## config.mk

```make
export PLATFORM = sky130hd
export DESIGN_NAME = fax_capability_bitstring
export DESIGN_NICKNAME = d
export VERILOG_FILES = /design/src/hw/rtl/fcb_pkg.sv /design/src/hw/rtl/fcb_ram.sv /design/src/hw/rtl/fax_capability_bitstring.sv
export SDC_FILE = /design/constraint.sdc
export NUM_CORES = 1
export LEC_CHECK = 0
export ABC_AREA = 0
export BUFFER_PORTS_ARGS = -buffer_cell sky130_fd_sc_hd__buf_2
export CAP_MARGIN = 20
export CORE_UTILIZATION = 35
export DETAILED_ROUTE_END_ITERATION = 10
export GPL_ROUTABILITY_DRIVEN = 0
export HOLD_SLACK_MARGIN = 0.08
export PLACE_DENSITY = 0.53
export SKIP_LAST_GASP = 1
export SYNTH_ARGS = -nofsm -noshare
export SYNTH_HDL_FRONTEND = slang
export SYNTH_SLANG_ARGS = --single-unit
```

## constraint.sdc

```tcl
create_clock -name clk -period 4.6 [get_ports clk]
set_input_delay 0.69 -clock clk [delete_from_list [all_inputs] [get_ports clk]]
set_output_delay 0.69 -clock clk [all_outputs]
set_load 0.01 [all_outputs]
```

## src/hw/rtl/fcb_pkg.sv

```systemverilog
// Package for the facility bit string block: field widths, flag masks,
// command, sequencer state and walk phase types. No dependencies.
package fcb_pkg;

  localparam int KIND_W      = 3;
  localparam int BITNUM_W    = 7;
  localparam int BYTE_W      = 8;
  localparam int ADDR_W      = 4;
  localparam int STORE_DEPTH = 16;

  localparam logic [BYTE_W-1:0] EXT_FLAG  = 8'h01;
  localparam logic [BYTE_W-1:0] EXT_CLEAR = 8'hFE;

  typedef enum logic [KIND_W-1:0] {
    K_CLEAR_ALL = 3'd0,
    K_LOAD      = 3'd1,
    K_SET       = 3'd2,
    K_CLEAR     = 3'd3,
    K_TEST      = 3'd4,
    K_READ      = 3'd5
  } kind_t;

  typedef enum logic [1:0] {
    S_IDLE,
    S_RD,
    S_MOD,
    S_DONE
  } state_t;

  // target: the byte with the bit; walk: set extend flags below it (set)
  // or check the top byte (clear); drop: unflag the byte below a zero byte
  typedef enum logic [1:0] {
    PH_TARGET,
    PH_WALK,
    PH_DROP
  } phase_t;

endpackage

```

## src/hw/rtl/fcb_ram.sv

```systemverilog
// Generic single-clock RAM: one write port, one read port, registered read.
// No dependencies.
module fcb_ram #(
  parameter int WIDTH = 8,
  parameter int DEPTH = 16
) (
  input  logic                     clk,
  input  logic                     we,
  input  logic [$clog2(DEPTH)-1:0] waddr,
  input  logic [WIDTH-1:0]         wdata,
  input  logic                     re,
  input  logic [$clog2(DEPTH)-1:0] raddr,
  output logic [WIDTH-1:0]         rdata
);

  logic [WIDTH-1:0] mem [DEPTH];
  logic [WIDTH-1:0] rdata_r;

  always_ff @(posedge clk) begin
    if (we) begin
      mem[waddr] <= wdata;
    end
    if (re) begin
      rdata_r <= mem[raddr];
    end
  end

  assign rdata = rdata_r;

endmodule

```

## src/hw/rtl/fax_capability_bitstring.sv

```systemverilog
// T.30 DIS/DCS facility bit string store, top level.
// Depends on fcb_pkg and fcb_ram.
//
//   channel | direction | ports
//   --------+-----------+----------------------------------------------------
//   in      | sink      | in_valid/in_ready, kind, bit_number, byte_value, index
//   out     | source    | out_valid/out_ready, bit_set, byte_out, more_follow
//
// One command at a time. clear_all, load_byte and bad bit numbers do no RAM
// read; test_bit and read_byte do one RAM read. set_bit also sets the extend
// flags of bytes 2 to p-1 for target byte p; clear_bit may walk down from the
// top byte. Each byte touched takes a RAM read, then a modify/write step.
// The result waits in an output register; a stalled out_ready holds only the
// final result transfer. Reset (sync, active low) clears the per-entry valid
// bits at once, so no clearing pass is needed.
module fax_capability_bitstring #(
  parameter int NUM_BYTES = 16
) (
  input  logic                        clk,
  input  logic                        rst_n,
  input  logic                        in_valid,
  output logic                        in_ready,
  input  logic [fcb_pkg::KIND_W-1:0]   in_kind,
  input  logic [fcb_pkg::BITNUM_W-1:0] in_bit_number,
  input  logic [fcb_pkg::BYTE_W-1:0]   in_byte_value,
  input  logic [fcb_pkg::ADDR_W-1:0]   in_byte_index,
  output logic                        out_valid,
  input  logic                        out_ready,
  output logic                        out_bit_set,
  output logic [fcb_pkg::BYTE_W-1:0]   out_byte_out,
  output logic                        out_more_follow
);

  import fcb_pkg::*;

  localparam logic [ADDR_W:0]   NB_CNT  = (ADDR_W+1)'(NUM_BYTES);
  localparam logic [ADDR_W-1:0] NB_LAST = ADDR_W'(NUM_BYTES - 1);
  localparam logic [ADDR_W-1:0] ADDR_1  = ADDR_W'(1);
  localparam logic [ADDR_W-1:0] ADDR_2  = ADDR_W'(2);

  state_t                 state_r, state_nxt;
  kind_t                  op_r, op_nxt;
  phase_t                 phase_r, phase_nxt;
  logic [ADDR_W-1:0]      cur_r, cur_nxt;
  logic [ADDR_W-1:0]      tgt_r, tgt_nxt;
  logic [BYTE_W-1:0]      mask_r, mask_nxt;
  logic [ADDR_W:0]        pos_r, pos_nxt;
  logic                   past_r, past_nxt;
  logic [STORE_DEPTH-1:0] valid_r, valid_nxt;
  logic                   rd_valid_r;
  logic                   res_bit_r, res_bit_nxt;
  logic [BYTE_W-1:0]      res_byte_r, res_byte_nxt;
  logic                   res_more_r, res_more_nxt;
  logic                   out_valid_r, out_valid_nxt;
  logic                   out_bit_r;
  logic [BYTE_W-1:0]      out_byte_r;
  logic                   out_more_r;

  logic                   mem_we, mem_re;
  logic [ADDR_W-1:0]      mem_waddr, mem_raddr;
  logic [BYTE_W-1:0]      mem_wdata, mem_rdata;

  logic [BITNUM_W-1:0]    bit_m1;
  logic [ADDR_W-1:0]      bit_byte;
  logic                   bit_ok;
  logic [BYTE_W-1:0]      bit_mask;
  logic [BYTE_W-1:0]      cur_data;
  logic [BYTE_W-1:0]      dropped;
  logic [ADDR_W:0]        cur_inc;
  logic                   mod_done;
  logic                   out_load;
  logic [BYTE_W-1:0]      load_val;

  fcb_ram #(
    .WIDTH (BYTE_W),
    .DEPTH (STORE_DEPTH)
  ) u_store (
    .clk   (clk),
    .we    (mem_we),
    .waddr (mem_waddr),
    .wdata (mem_wdata),
    .re    (mem_re),
    .raddr (mem_raddr),
    .rdata (mem_rdata)
  );

  assign bit_m1   = in_bit_number - BITNUM_W'(1);
  assign bit_byte = bit_m1[BITNUM_W-1:3];
  assign bit_ok   = (in_bit_number != '0) && ({1'b0, bit_byte} < NB_CNT);
  assign bit_mask = 8'h80 >> bit_m1[2:0];

  // entries never written since reset or clear_all read as zero
  assign cur_data = rd_valid_r ? mem_rdata : '0;
  assign dropped  = cur_data & EXT_CLEAR;
  assign cur_inc  = {1'b0, cur_r} + (ADDR_W+1)'(1);
  assign out_load = (state_r == S_DONE) && (!out_valid_r || out_ready);

  always_comb begin
    load_val = past_r ? '0 : in_byte_value;
    if (pos_r[ADDR_W-1:0] == NB_LAST) begin
      load_val = load_val & EXT_CLEAR;
    end
  end

  always_comb begin
    case (op_r)
      K_SET: begin
        if (phase_r == PH_TARGET) begin
          mod_done = (ADDR_2 >= tgt_r);
        end else begin
          mod_done = (cur_inc >= {1'b0, tgt_r});
        end
      end
      K_CLEAR: begin
        case (phase_r)
          PH_TARGET: mod_done = 1'b0;
          PH_WALK:   mod_done = (cur_data != '0);
          default:   mod_done = (dropped != '0) || (cur_r < ADDR_2);
        endcase
      end
      default: mod_done = 1'b1;
    endcase
  end

  // next state
  always_comb begin
    state_nxt = state_r;
    unique case (state_r)
      S_IDLE: begin
        if (in_valid) begin
          if ((in_kind == K_SET || in_kind == K_CLEAR || in_kind == K_TEST) && bit_ok) begin
            state_nxt = S_MOD;
          end else if (in_kind == K_READ && {1'b0, in_byte_index} < NB_CNT) begin
            state_nxt = S_MOD;
          end else begin
            state_nxt = S_DONE;
          end
        end
      end
      S_RD:   state_nxt = S_MOD;
      S_MOD:  state_nxt = mod_done ? S_DONE : S_RD;
      S_DONE: begin
        if (out_load) begin
          state_nxt = S_IDLE;
        end
      end
      default: state_nxt = S_IDLE;
    endcase
  end

  // datapath and memory controls
  always_comb begin
    op_nxt       = op_r;
    phase_nxt    = phase_r;
    cur_nxt      = cur_r;
    tgt_nxt      = tgt_r;
    mask_nxt     = mask_r;
    pos_nxt      = pos_r;
    past_nxt     = past_r;
    valid_nxt    = valid_r;
    res_bit_nxt  = res_bit_r;
    res_byte_nxt = res_byte_r;
    res_more_nxt = res_more_r;
    mem_we       = 1'b0;
    mem_waddr    = cur_r;
    mem_wdata    = cur_data;
    mem_re       = 1'b0;
    mem_raddr    = cur_r;
    in_ready     = 1'b0;

    unique case (state_r)
      S_IDLE: begin
        in_ready = 1'b1;
        if (in_valid) begin
          res_bit_nxt  = 1'b0;
          res_byte_nxt = '0;
          res_more_nxt = 1'b0;
          phase_nxt    = PH_TARGET;
          case (in_kind)
            K_CLEAR_ALL: begin
              valid_nxt = '0;
              pos_nxt   = '0;
              past_nxt  = 1'b0;
            end
            K_LOAD: begin
              if (pos_r < NB_CNT) begin
                mem_we    = 1'b1;
                mem_waddr = pos_r[ADDR_W-1:0];
                mem_wdata = load_val;
                valid_nxt[pos_r[ADDR_W-1:0]] = 1'b1;
                if (pos_r[ADDR_W-1:0] > ADDR_2 && !load_val[0]) begin
                  past_nxt = 1'b1;
                end
                pos_nxt = pos_r + (ADDR_W+1)'(1);
              end
            end
            K_SET, K_CLEAR, K_TEST: begin
              op_nxt    = kind_t'(in_kind);
              mem_re    = bit_ok;
              mem_raddr = bit_byte;
              cur_nxt   = bit_byte;
              tgt_nxt   = bit_byte;
              mask_nxt  = bit_mask;
            end
            K_READ: begin
              op_nxt    = K_READ;
              mem_re    = ({1'b0, in_byte_index} < NB_CNT);
              mem_raddr = in_byte_index;
              cur_nxt   = in_byte_index;
            end
            default: ;
          endcase
        end
      end
      S_RD: begin
        mem_re = 1'b1;
      end
      S_MOD: begin
        case (op_r)
          K_TEST: res_bit_nxt = |(cur_data & mask_r);
          K_READ: begin
            res_byte_nxt = cur_data;
            res_more_nxt = (cur_r <= ADDR_1) || cur_data[0];
          end
          K_SET: begin
            mem_we = 1'b1;
            valid_nxt[cur_r] = 1'b1;
            phase_nxt = PH_WALK;
            if (phase_r == PH_TARGET) begin
              mem_wdata = cur_data | mask_r;
              cur_nxt   = ADDR_2;
            end else begin
              mem_wdata = cur_data | EXT_FLAG;
              cur_nxt   = cur_inc[ADDR_W-1:0];
            end
          end
          K_CLEAR: begin
            case (phase_r)
              PH_TARGET: begin
                mem_we    = 1'b1;
                mem_wdata = cur_data & ~mask_r;
                valid_nxt[cur_r] = 1'b1;
                cur_nxt   = NB_LAST;
                phase_nxt = PH_WALK;
              end
              PH_WALK: begin
                // top byte zero: go fetch the byte below it
                cur_nxt   = cur_r - ADDR_1;
                phase_nxt = PH_DROP;
              end
              default: begin
                mem_we    = 1'b1;
                mem_wdata = dropped;
                valid_nxt[cur_r] = 1'b1;
                cur_nxt   = cur_r - ADDR_1;
              end
            endcase
          end
          default: ;
        endcase
      end
      S_DONE: ;
      default: ;
    endcase
  end

  always_comb begin
    out_valid_nxt = out_valid_r;
    if (out_load) begin
      out_valid_nxt = 1'b1;
    end else if (out_ready) begin
      out_valid_nxt = 1'b0;
    end
  end

  always_ff @(posedge clk) begin
    if (!rst_n) begin
      state_r     <= S_IDLE;
      op_r        <= K_CLEAR_ALL;
      phase_r     <= PH_TARGET;
      pos_r       <= '0;
      past_r      <= 1'b0;
      valid_r     <= '0;
      out_valid_r <= 1'b0;
    end else begin
      state_r     <= state_nxt;
      op_r        <= op_nxt;
      phase_r     <= phase_nxt;
      pos_r       <= pos_nxt;
      past_r      <= past_nxt;
      valid_r     <= valid_nxt;
      out_valid_r <= out_valid_nxt;
    end
  end

  always_ff @(posedge clk) begin
    cur_r      <= cur_nxt;
    tgt_r      <= tgt_nxt;
    mask_r     <= mask_nxt;
    res_bit_r  <= res_bit_nxt;
    res_byte_r <= res_byte_nxt;
    res_more_r <= res_more_nxt;
    if (mem_re) begin
      rd_valid_r <= valid_r[mem_raddr];
    end
    if (out_load) begin
      out_bit_r  <= res_bit_r;
      out_byte_r <= res_byte_r;
      out_more_r <= res_more_r;
    end
  end

  assign out_valid       = out_valid_r;
  assign out_bit_set     = out_bit_r;
  assign out_byte_out    = out_byte_r;
  assign out_more_follow = out_more_r;

endmodule

```

==> flow_results.org, run 1 <==
** STA
- Setup violations remaining at the end of the flow were counted as 0.
- Final total negative setup slack :: 0 ns
- Final Max Slew Viols :: 0
- Final critical delay including setup and external delays :: 3.361 ns
- For the pin with the worst max-slew slack, the measured transition is 1.045 ns.
- RSZ-0062 raised after global routing :: false
- Tcrit/Tclk final :: 73.07%
- The worst pin sits at a relative slew slack of 30.06%.
- The tightest hold path in the finished design has a slack of 0.4207 ns.
- The clock arrives with 0.01717 ns of skew.
- Highest attainable clock frequency :: 0.2975 GHz
- Count of final hold-check violations :: 0

** Clock network
- For this design, the sink count on the clock tree is 203.
- After clock tree synthesis, the clock-pin slew on the worst setup and hold paths is 0.06 ns.
- # resized after CTS :: 0
- The tree is rooted in a sky130_fd_sc_hd__clkbuf_16.
- Clock tree buffer depth :: 3
- In this run, post-CTS hold repair placed 0 buffers.
- CTS built an H-tree with a depth of 1.
- Post CTS Setup Buffer Count :: 0
- CTS tree :: built
- Clock insertion delay at the later pin of the skew report :: 0.54 ns
- The number of clock buffers added by TritonCTS is 24.

** Final layout
- Of the cells placed in the final design, the portion with a size suffix greater than 1 is 12.63%.
- Nets :: 885
- 0 antenna diodes ended up in the layout.
- Layout overhead on the synthesized area :: 13.10%
- Fillcell total :: 2577
- Final instance area :: 10870 µm²
- Final cell count without fillers :: 1204

** Synthesis
- Xor/xnor cell area share of the yosys netlist :: 0.8201%
- Number of instances in the synthesized netlist :: 817
- The synthesized netlist devotes 13.39% of its cell area to compound gates.
- By area the synthesized netlist is led by sky130_fd_sc_hd__edfxtp_1 (54%), sky130_fd_sc_hd__mux2i_1 (6.7%), sky130_fd_sc_hd__dfxtp_1 (6.2%).
- The number of nets in the synthesized netlist is 855.
- The synthesized design contains 173 enable-type register cells.
- Post-synthesis area per instance :: 11.76 µm²
- Measured against the total synthesized area, the mux share comes to 6.665%.
- By area, the combinational part of the netlist is dominated by simple AND/OR/NAND/NOR gates.
- The most common cell in the synthesized netlist is sky130_fd_sc_hd__edfxtp_1.
- Number of different library cells in the post-synthesis netlist :: 65
- Share of synthesized cell area in and, or, nand and nor gates :: 13.82%
- In this run the biggest area consumer among cell types represents 54.05% of the synthesized area.
- Adder-Cell Fraction of Synth Area :: 1.562%
- Total number of yosys warnings :: 0
- After synthesis the netlist holds a flip-flop and latch count of 203.
- Top cells by instance count after synthesis :: sky130_fd_sc_hd__edfxtp_1 (173), sky130_fd_sc_hd__nand2_1 (99), sky130_fd_sc_hd__nor2_1 (76)
- Of all cell types, the one taking the most synthesized area is sky130_fd_sc_hd__edfxtp_1.
- Async set-reset flop share out of synthesis :: 0%
- Netlist Area Pre-Place :: 9612 µm²
- Sequential cells were found to cover 60.30% of the synthesized design area.
- Primary FF master, synth :: sky130_fd_sc_hd__edfxtp_1

** Critical path
- For this run, the slowest stage of the critical path takes 0.75 ns.
- The endpoint identified for the worst register-to-register timing path is u_store.rdata[0].
- In this run the worst path has a maximum fanout of 23.
- Traced cell by cell, the critical path runs through or3b_1 > a21oi_1 > nand2_1 > a2bb2oi_2 > nor2_1 > a32o_1 > nor3_2.
- The number of cells on the worst reg-to-reg path is 7.
- The setup check on the worst reg-to-reg path leaves a slack of 1.24 ns.
- Setup CP Type :: reg2reg
- Worst Setup End Kind :: register
- The largest individual stage delay along the critical path comes from the cell sky130_fd_sc_hd__nor2_1.
- The worst setup path is launched from a register.
- Worst path arrival time :: 3.62 ns
- Broken down by cell family, the worst path's largest delay share belongs to simple AND/OR/NAND/NOR gates.
- Worst endpoint required time :: 4.86 ns
- The number of buffers and inverters on the critical path is 0.
- The worst register-to-register path begins at state_r[0].

** Power and ir drop
- The analysis attributes to cell leakage a power of 3.888 nW.
- The clock network is responsible for 36.2% of the overall power.
- The share of total power dissipated in sequential elements is 44.5%.
- In this run, the combinational gates consume 19.3% of the power.
- Total power :: 5.007 mW
- Power per standard cell area :: 460.6 nW/µm²
- Net switching is 29.44% of the power.
- For this design the total switching power over the nets is 1.474 mW.
- Peak supply drop :: 0.3224 mV
- The internal power of the cells totals 3.533 mW.

** Floorplan
- The floorplan has 60 rows.
- Die footprint :: 28130 µm²
- The core region is 26950 µm².
- Io pins :: 38
- For this configuration, the core starts out at a cell density of 35.66%.
- From left edge to right edge, the die measures 167.7 µm.
- Die boundary height :: 167.7 µm

** Route
- The count of nets left with antenna violations once routing finished came out at 0.
- Total wire length :: 25.71 mm
- The first routing iteration left 529 violations.
- Residual DRC count :: 0
- Via-per-instance ratio :: 5.479
- Number of search-and-repair iterations in the first detailed-routing pass :: 5
- Total vias in the final route :: 6597
- WL per Instance :: 21.35 µm

** Placed design
- After detailed placement, the design holds a cell count of 1162.
- The placed instances occupy a cell area of 10120 µm².
- DPL Wire Length :: 17.44 mm
- Input and output buffers added on the ports amount to 37.

** Job
- Number of max-capacitance violations reported :: 0

** Global routing
- Entering global routing, the biggest net connects 28 pins.
- The number of global-route vias before repair is 6422.
- Global-route wire length before repair :: 39.05 mm
- Summed over all layers, the global routing overflow is 0.
- Global routing consumed, over all layers together, 18.46% of the routing resources.
- The initial antenna violation count came to 0.

** Worst hold path
- For hold timing, the worst endpoint is out_byte_out[0].
- Hold path startpoint :: res_byte_r[0]
- Number of instances on the worst hold path :: 0
- Path class of the lowest-slack min-delay path :: reg2reg

** Outcome
- Result of the run :: finished, final reports clean
layout make-up:
| class | instances | area, µm² | share of cell area, % |
|---|---|---|---|
| flip-flops and latches | 203 | 5796 | 53.32 |
| multi-input cells | 549 | 3496 | 32.16 |
| clock buffers | 32 | 651.9 | 5.997 |
| well taps | 341 | 426.7 | 3.925 |
| repair buffers | 54 | 341.6 | 3.142 |
| clock inverters | 10 | 102.6 | 0.9438 |
| inverters | 15 | 56.30 | 0.5180 |
power by group through the flow:
stage / Sequential (mW) / Combinational (mW) / Clock, mW
after floorplan: 2.21 / 0.701 / 0
after global placement: 2.26 / 0.962 / 0
after detailed placement: 2.26 / 0.969 / 0
after CTS: 2.23 / 0.972 / 1.85
after global routing: 2.23 / 1.05 / 1.92
final: 2.23 / 0.966 / 1.81
layout by cell type (no fill, tap or decap), drive strengths merged, types with 5 or more instances in the layout:
cell and n:
xnor2 6, nand3 27, a21oi 58, a31oi 12
dfxtp 30, nand2b 9, a32oi 5, a21boi 6
and3 7, edfxtp 173, nand2 99, nor3 17
o21ai 31, a221oi 5, a32o 13, nor3b 10
o22ai 16, clkbuf 32, nor2 76, ha 12
mux2i 64, nor2b 9, buf 54, a22o 12
inv 16, clkinv 8
logic make-up after synthesis:
group,after synthesis
simple gates,273
compound gates,191
flops,203
xor+xnor,9
mux,64
fa+ha+maj,12
buf+inv,65
metal layers:
metal  part of all wire (%)  wire [µm]  vias up  track usage [%]
met3                    5.8       1495       43            3.120
met1                     46      11880     3230            26.05
met5                      0          0        -                0
met4                    2.5        645        0            5.704
li1                       -          -     3126                -
met2                     45      11690      198            28.91
worst reg2reg max path, stage by stage (launching register included):
cell and delay, ns:
sky130_fd_sc_hd__dfxtp_1 0.57, sky130_fd_sc_hd__or3b_1 0.63, sky130_fd_sc_hd__a21oi_1 0.37, sky130_fd_sc_hd__nand2_1 0.15, sky130_fd_sc_hd__a2bb2oi_2 0.26, sky130_fd_sc_hd__nor2_1 0.75
sky130_fd_sc_hd__a32o_1 0.31, sky130_fd_sc_hd__nor3_2 0.06
how the worst max path moves through the flow:
| stage | startpoint | to | slack (ns) | cells after the start |
|---|---|---|---|---|
| final | state_r[0] | u_store.rdata[0] | 1.24 | 7 |
| after CTS | state_r[0] | u_store.rdata[0] | 1.30 | 7 |
| after detailed placement | in_bit_number[0] | u_store.rdata[2] | 0.92 | 8 |
| after global routing | state_r[0] | u_store.rdata[0] | 1.05 | 7 |
| after floorplan | in_kind[1] | u_store.mem[0][6] | 1.62 | 8 |
| after global placement | in_bit_number[0] | u_store.rdata[4] | 0.90 | 8 |
state kept, by name, summed over array words and instances, names as in the netlist, 2 cells and up:
name	count
u_store.mem	128
valid_r	16
mask_r	8
out_byte_out	8
res_byte_r	8
u_store.rdata	8
pos_r	5
cur_r	4
tgt_r	4
op_r	3
phase_r	2
state_r	2
per-stage QoR:
| stage | utilization (%) | setup slack, ns |
|---|---|---|
| floorplan | - | 1.623 |
| global placement | 37.47 | 0.8967 |
| detailed placement | 37.53 | 0.9162 |
| CTS | 40.33 | 1.295 |
| global route | 40.33 | 1.048 |
| finish | 40.33 | 1.239 |
Power figures use the tool's default switching activity.
==> inputs of run 2 (changes only) <==
PLACE_DENSITY = 0.55   (was 0.53)
clock period = 3 ns   (was 4.6 ns; I/O delays follow)
==> run 2 against run 1 <==
Compared with the run above:
- routed wire length shrank 3.6%
- register-to-register slack lost 0.99 ns
- clock skew shrank 0.0011 ns
- worst setup slack lost 0.99 ns
- total power grew 52%
- global-route usage shrank 0.62 points
- critical path type unchanged
- largest power group unchanged
==> flow_results.org, run 2 (synthesis gave the netlist of run 1 again) <==
** Outcome
- Result of the run :: finished, final reports clean

** Final layout
- Most frequent standard cell in the layout excluding fill and tap cells :: sky130_fd_sc_hd__edfxtp_1
- The register with the most flip-flops in the layout has 128 of them.
- The largest registers in the layout are u_store.mem x128, valid_r x16.
- Final instance area :: 11180 µm²
- The register with the most flip-flops in the final layout is u_store.mem.
- Layout overhead on the synthesized area :: 16.29%
- Top library cells by usage in the layout, fill and taps aside :: sky130_fd_sc_hd__edfxtp_1 (173), sky130_fd_sc_hd__nand2_1 (99), sky130_fd_sc_hd__nor2_1 (76), sky130_fd_sc_hd__mux2i_1 (64), sky130_fd_sc_hd__a21oi_1 (58)
- Cells with a size suffix above 1 make up 16.85% of the layout.
- Antenna fix cells :: 0
- Fillcell total :: 2544
- Cells fill 41.47% of the core in the end.
- After the last flow step, the layout net total stands at 927.

** Route
- In the final routed layout, each cell accounts on average for 19.94 µm.
- Number of search-and-repair iterations in the first detailed-routing pass :: 5
- The final route contains 6622 vias.
- The routed design has 24.78 mm of wire.
- The first routing iteration left 471 violations.
- Via-per-instance ratio :: 5.327
- Detailed-routed wire length on met2 :: 11.48 mm
- Signal routing reaches up to met4.
- Length of routed wiring on met1 :: 11.59 mm
- Residual DRC count :: 0
- After detailed routing, the met3 layer carries 1.201 mm of wire.
- Antenna Nets Post-Route :: 0

** Power and ir drop
- Peak supply drop :: 0.4586 mV
- Summed over all cells, the static leakage comes to 4.089 nW.
- For this design the ratio of total power to cell area is 680.9 nW/µm².

** Floorplan
- Die boundary height :: 167.7 µm
- The die is 167.7 µm wide.
- Row count :: 60
- Die footprint :: 28130 µm²
- Effective utilization at floorplan :: 35.66%
- The core region is 26950 µm².
- Io pins :: 38

** STA
- Count of final hold-check violations :: 0
- Hold WS :: 0.2621 ns
- Highest attainable clock frequency :: 0.3641 GHz
- The final max-slew violation count is 0.
- Final total negative setup slack :: 0 ns
- Headroom to the max-slew limit came out at 34.39%.
- Slew at the pin closest to its max-slew limit :: 0.9806 ns
- Final setup fails :: 0
- Subtracting the final worst setup slack from the clock period gives 2.746 ns.
- Setup repair after global routing left no endpoint under its margin.
- Between clock sinks in the finished design, the worst skew comes to 0.01612 ns.
- Tcrit/Tclk final :: 91.54%

** Global routing
- For this run, the total global-route usage over all layers was measured as 17.84%.
- Global routing finished with a remaining overflow of 0.
- Global-route wire length before repair :: 38.16 mm
- Number of antenna violations at the first check in global routing :: 0
- Number of global-route vias before repair :: 6407
- Entering global routing, the biggest net connects 31 pins.

** Clock network
- TritonCTS built the clock tree.
- The clock reaches the later pin of the worst-skew pair after 0.53 ns.
- After clock tree synthesis, the clock-pin slew on the worst setup and hold paths is 0.06 ns.
- CTS hold repair buffers :: 0
- Inserted Clock Buffers :: 23
- # resized after CTS :: 0
- Post CTS Setup Buffer Count :: 0
- Number of clock sinks :: 203
- H-tree levels :: 1
- Root Buffer :: sky130_fd_sc_hd__clkbuf_16
- Clock tree buffer depth :: 3

** Critical path
- Worst endpoint required time :: 3.26 ns
- The critical path is of the reg2reg type.
- At the worst endpoint, the arrival time is 3.01 ns.
- Worst Setup End Kind :: register
- Kind of start point of the critical path :: register
- Of all nets on the critical path, the largest fanout is 14.

** Worst hold path
- Path class of the lowest-slack min-delay path :: in2reg

** Placed design
- DP Area :: 10490 µm²
- Count of input and output buffers :: 37
- Detailed placement finished with a half-perimeter wire length of 17.24 mm.

** Job
- Number of max-capacitance violations reported :: 0
[run 2: cell count changes in the layout (fill, tap and decap cells not counted), sizes merged]
cell / change
buf: +43
clkbuf: -3
clkinv: -2
clkinvlp: +1
[run 2: final cells by class]
cell class	instances	area, µm²	area share [%]
sequential	203	5796	51.85
tap	341	426.7	3.817
inverter	15	56.30	0.5037
clock buffer	29	608.1	5.440
multi-input combinational	549	3508	31.39
clock inverter	9	83.83	0.7500
timing repair buffer	97	698.2	6.246
[run 2: per-stage QoR]
| stage | power [mW] | cells | setup slack (ns) |
|---|---|---|---|
| after floorplan | 4.459 | 817 | 0.2632 |
| final | 7.611 | 1243 | 0.2537 |
| after global placement | 5.040 | 1205 | 0.1098 |
| after CTS | 7.682 | 1243 | 0.2728 |
| after detailed placement | 5.050 | 1205 | 0.04647 |
| after global routing | 7.929 | 1243 | 0.09872 |
[run 2: routing by layer]
layer	global-route usage, %	up-vias
li1	-	3221
met4	4.308	0
met1	25.58	3201
met2	28.71	171
met5	0	-
met3	2.104	29
[run 2: power by group]
group,internal (mW),total [mW],switching (mW)
clock network,1.52,2.62,1.10
registers,3.28,3.39,0.101
logic,0.611,1.60,0.993
[run 2: worst paths after layout]
path,startpoint,to,slack [ns],cells past startpoint
min reg2reg,res_byte_r[3],out_byte_out[3],0.41,0
max reg2reg,state_r[1],u_store.rdata[7],0.25,9
max,state_r[1],u_store.rdata[7],0.25,9
min,out_ready,out_valid,0.26,3
[run 2: critical path, stage by stage, from the launching register on]
cell                       delay (ns)
sky130_fd_sc_hd__dfxtp_1         0.39
sky130_fd_sc_hd__or3b_1          0.55
sky130_fd_sc_hd__o21ai_1         0.31
sky130_fd_sc_hd__o311ai_4        0.20
sky130_fd_sc_hd__buf_4           0.25
sky130_fd_sc_hd__buf_4           0.21
sky130_fd_sc_hd__nand2_1         0.08
sky130_fd_sc_hd__nand3_1         0.07
sky130_fd_sc_hd__a21oi_1         0.32
sky130_fd_sc_hd__nor3_2          0.08
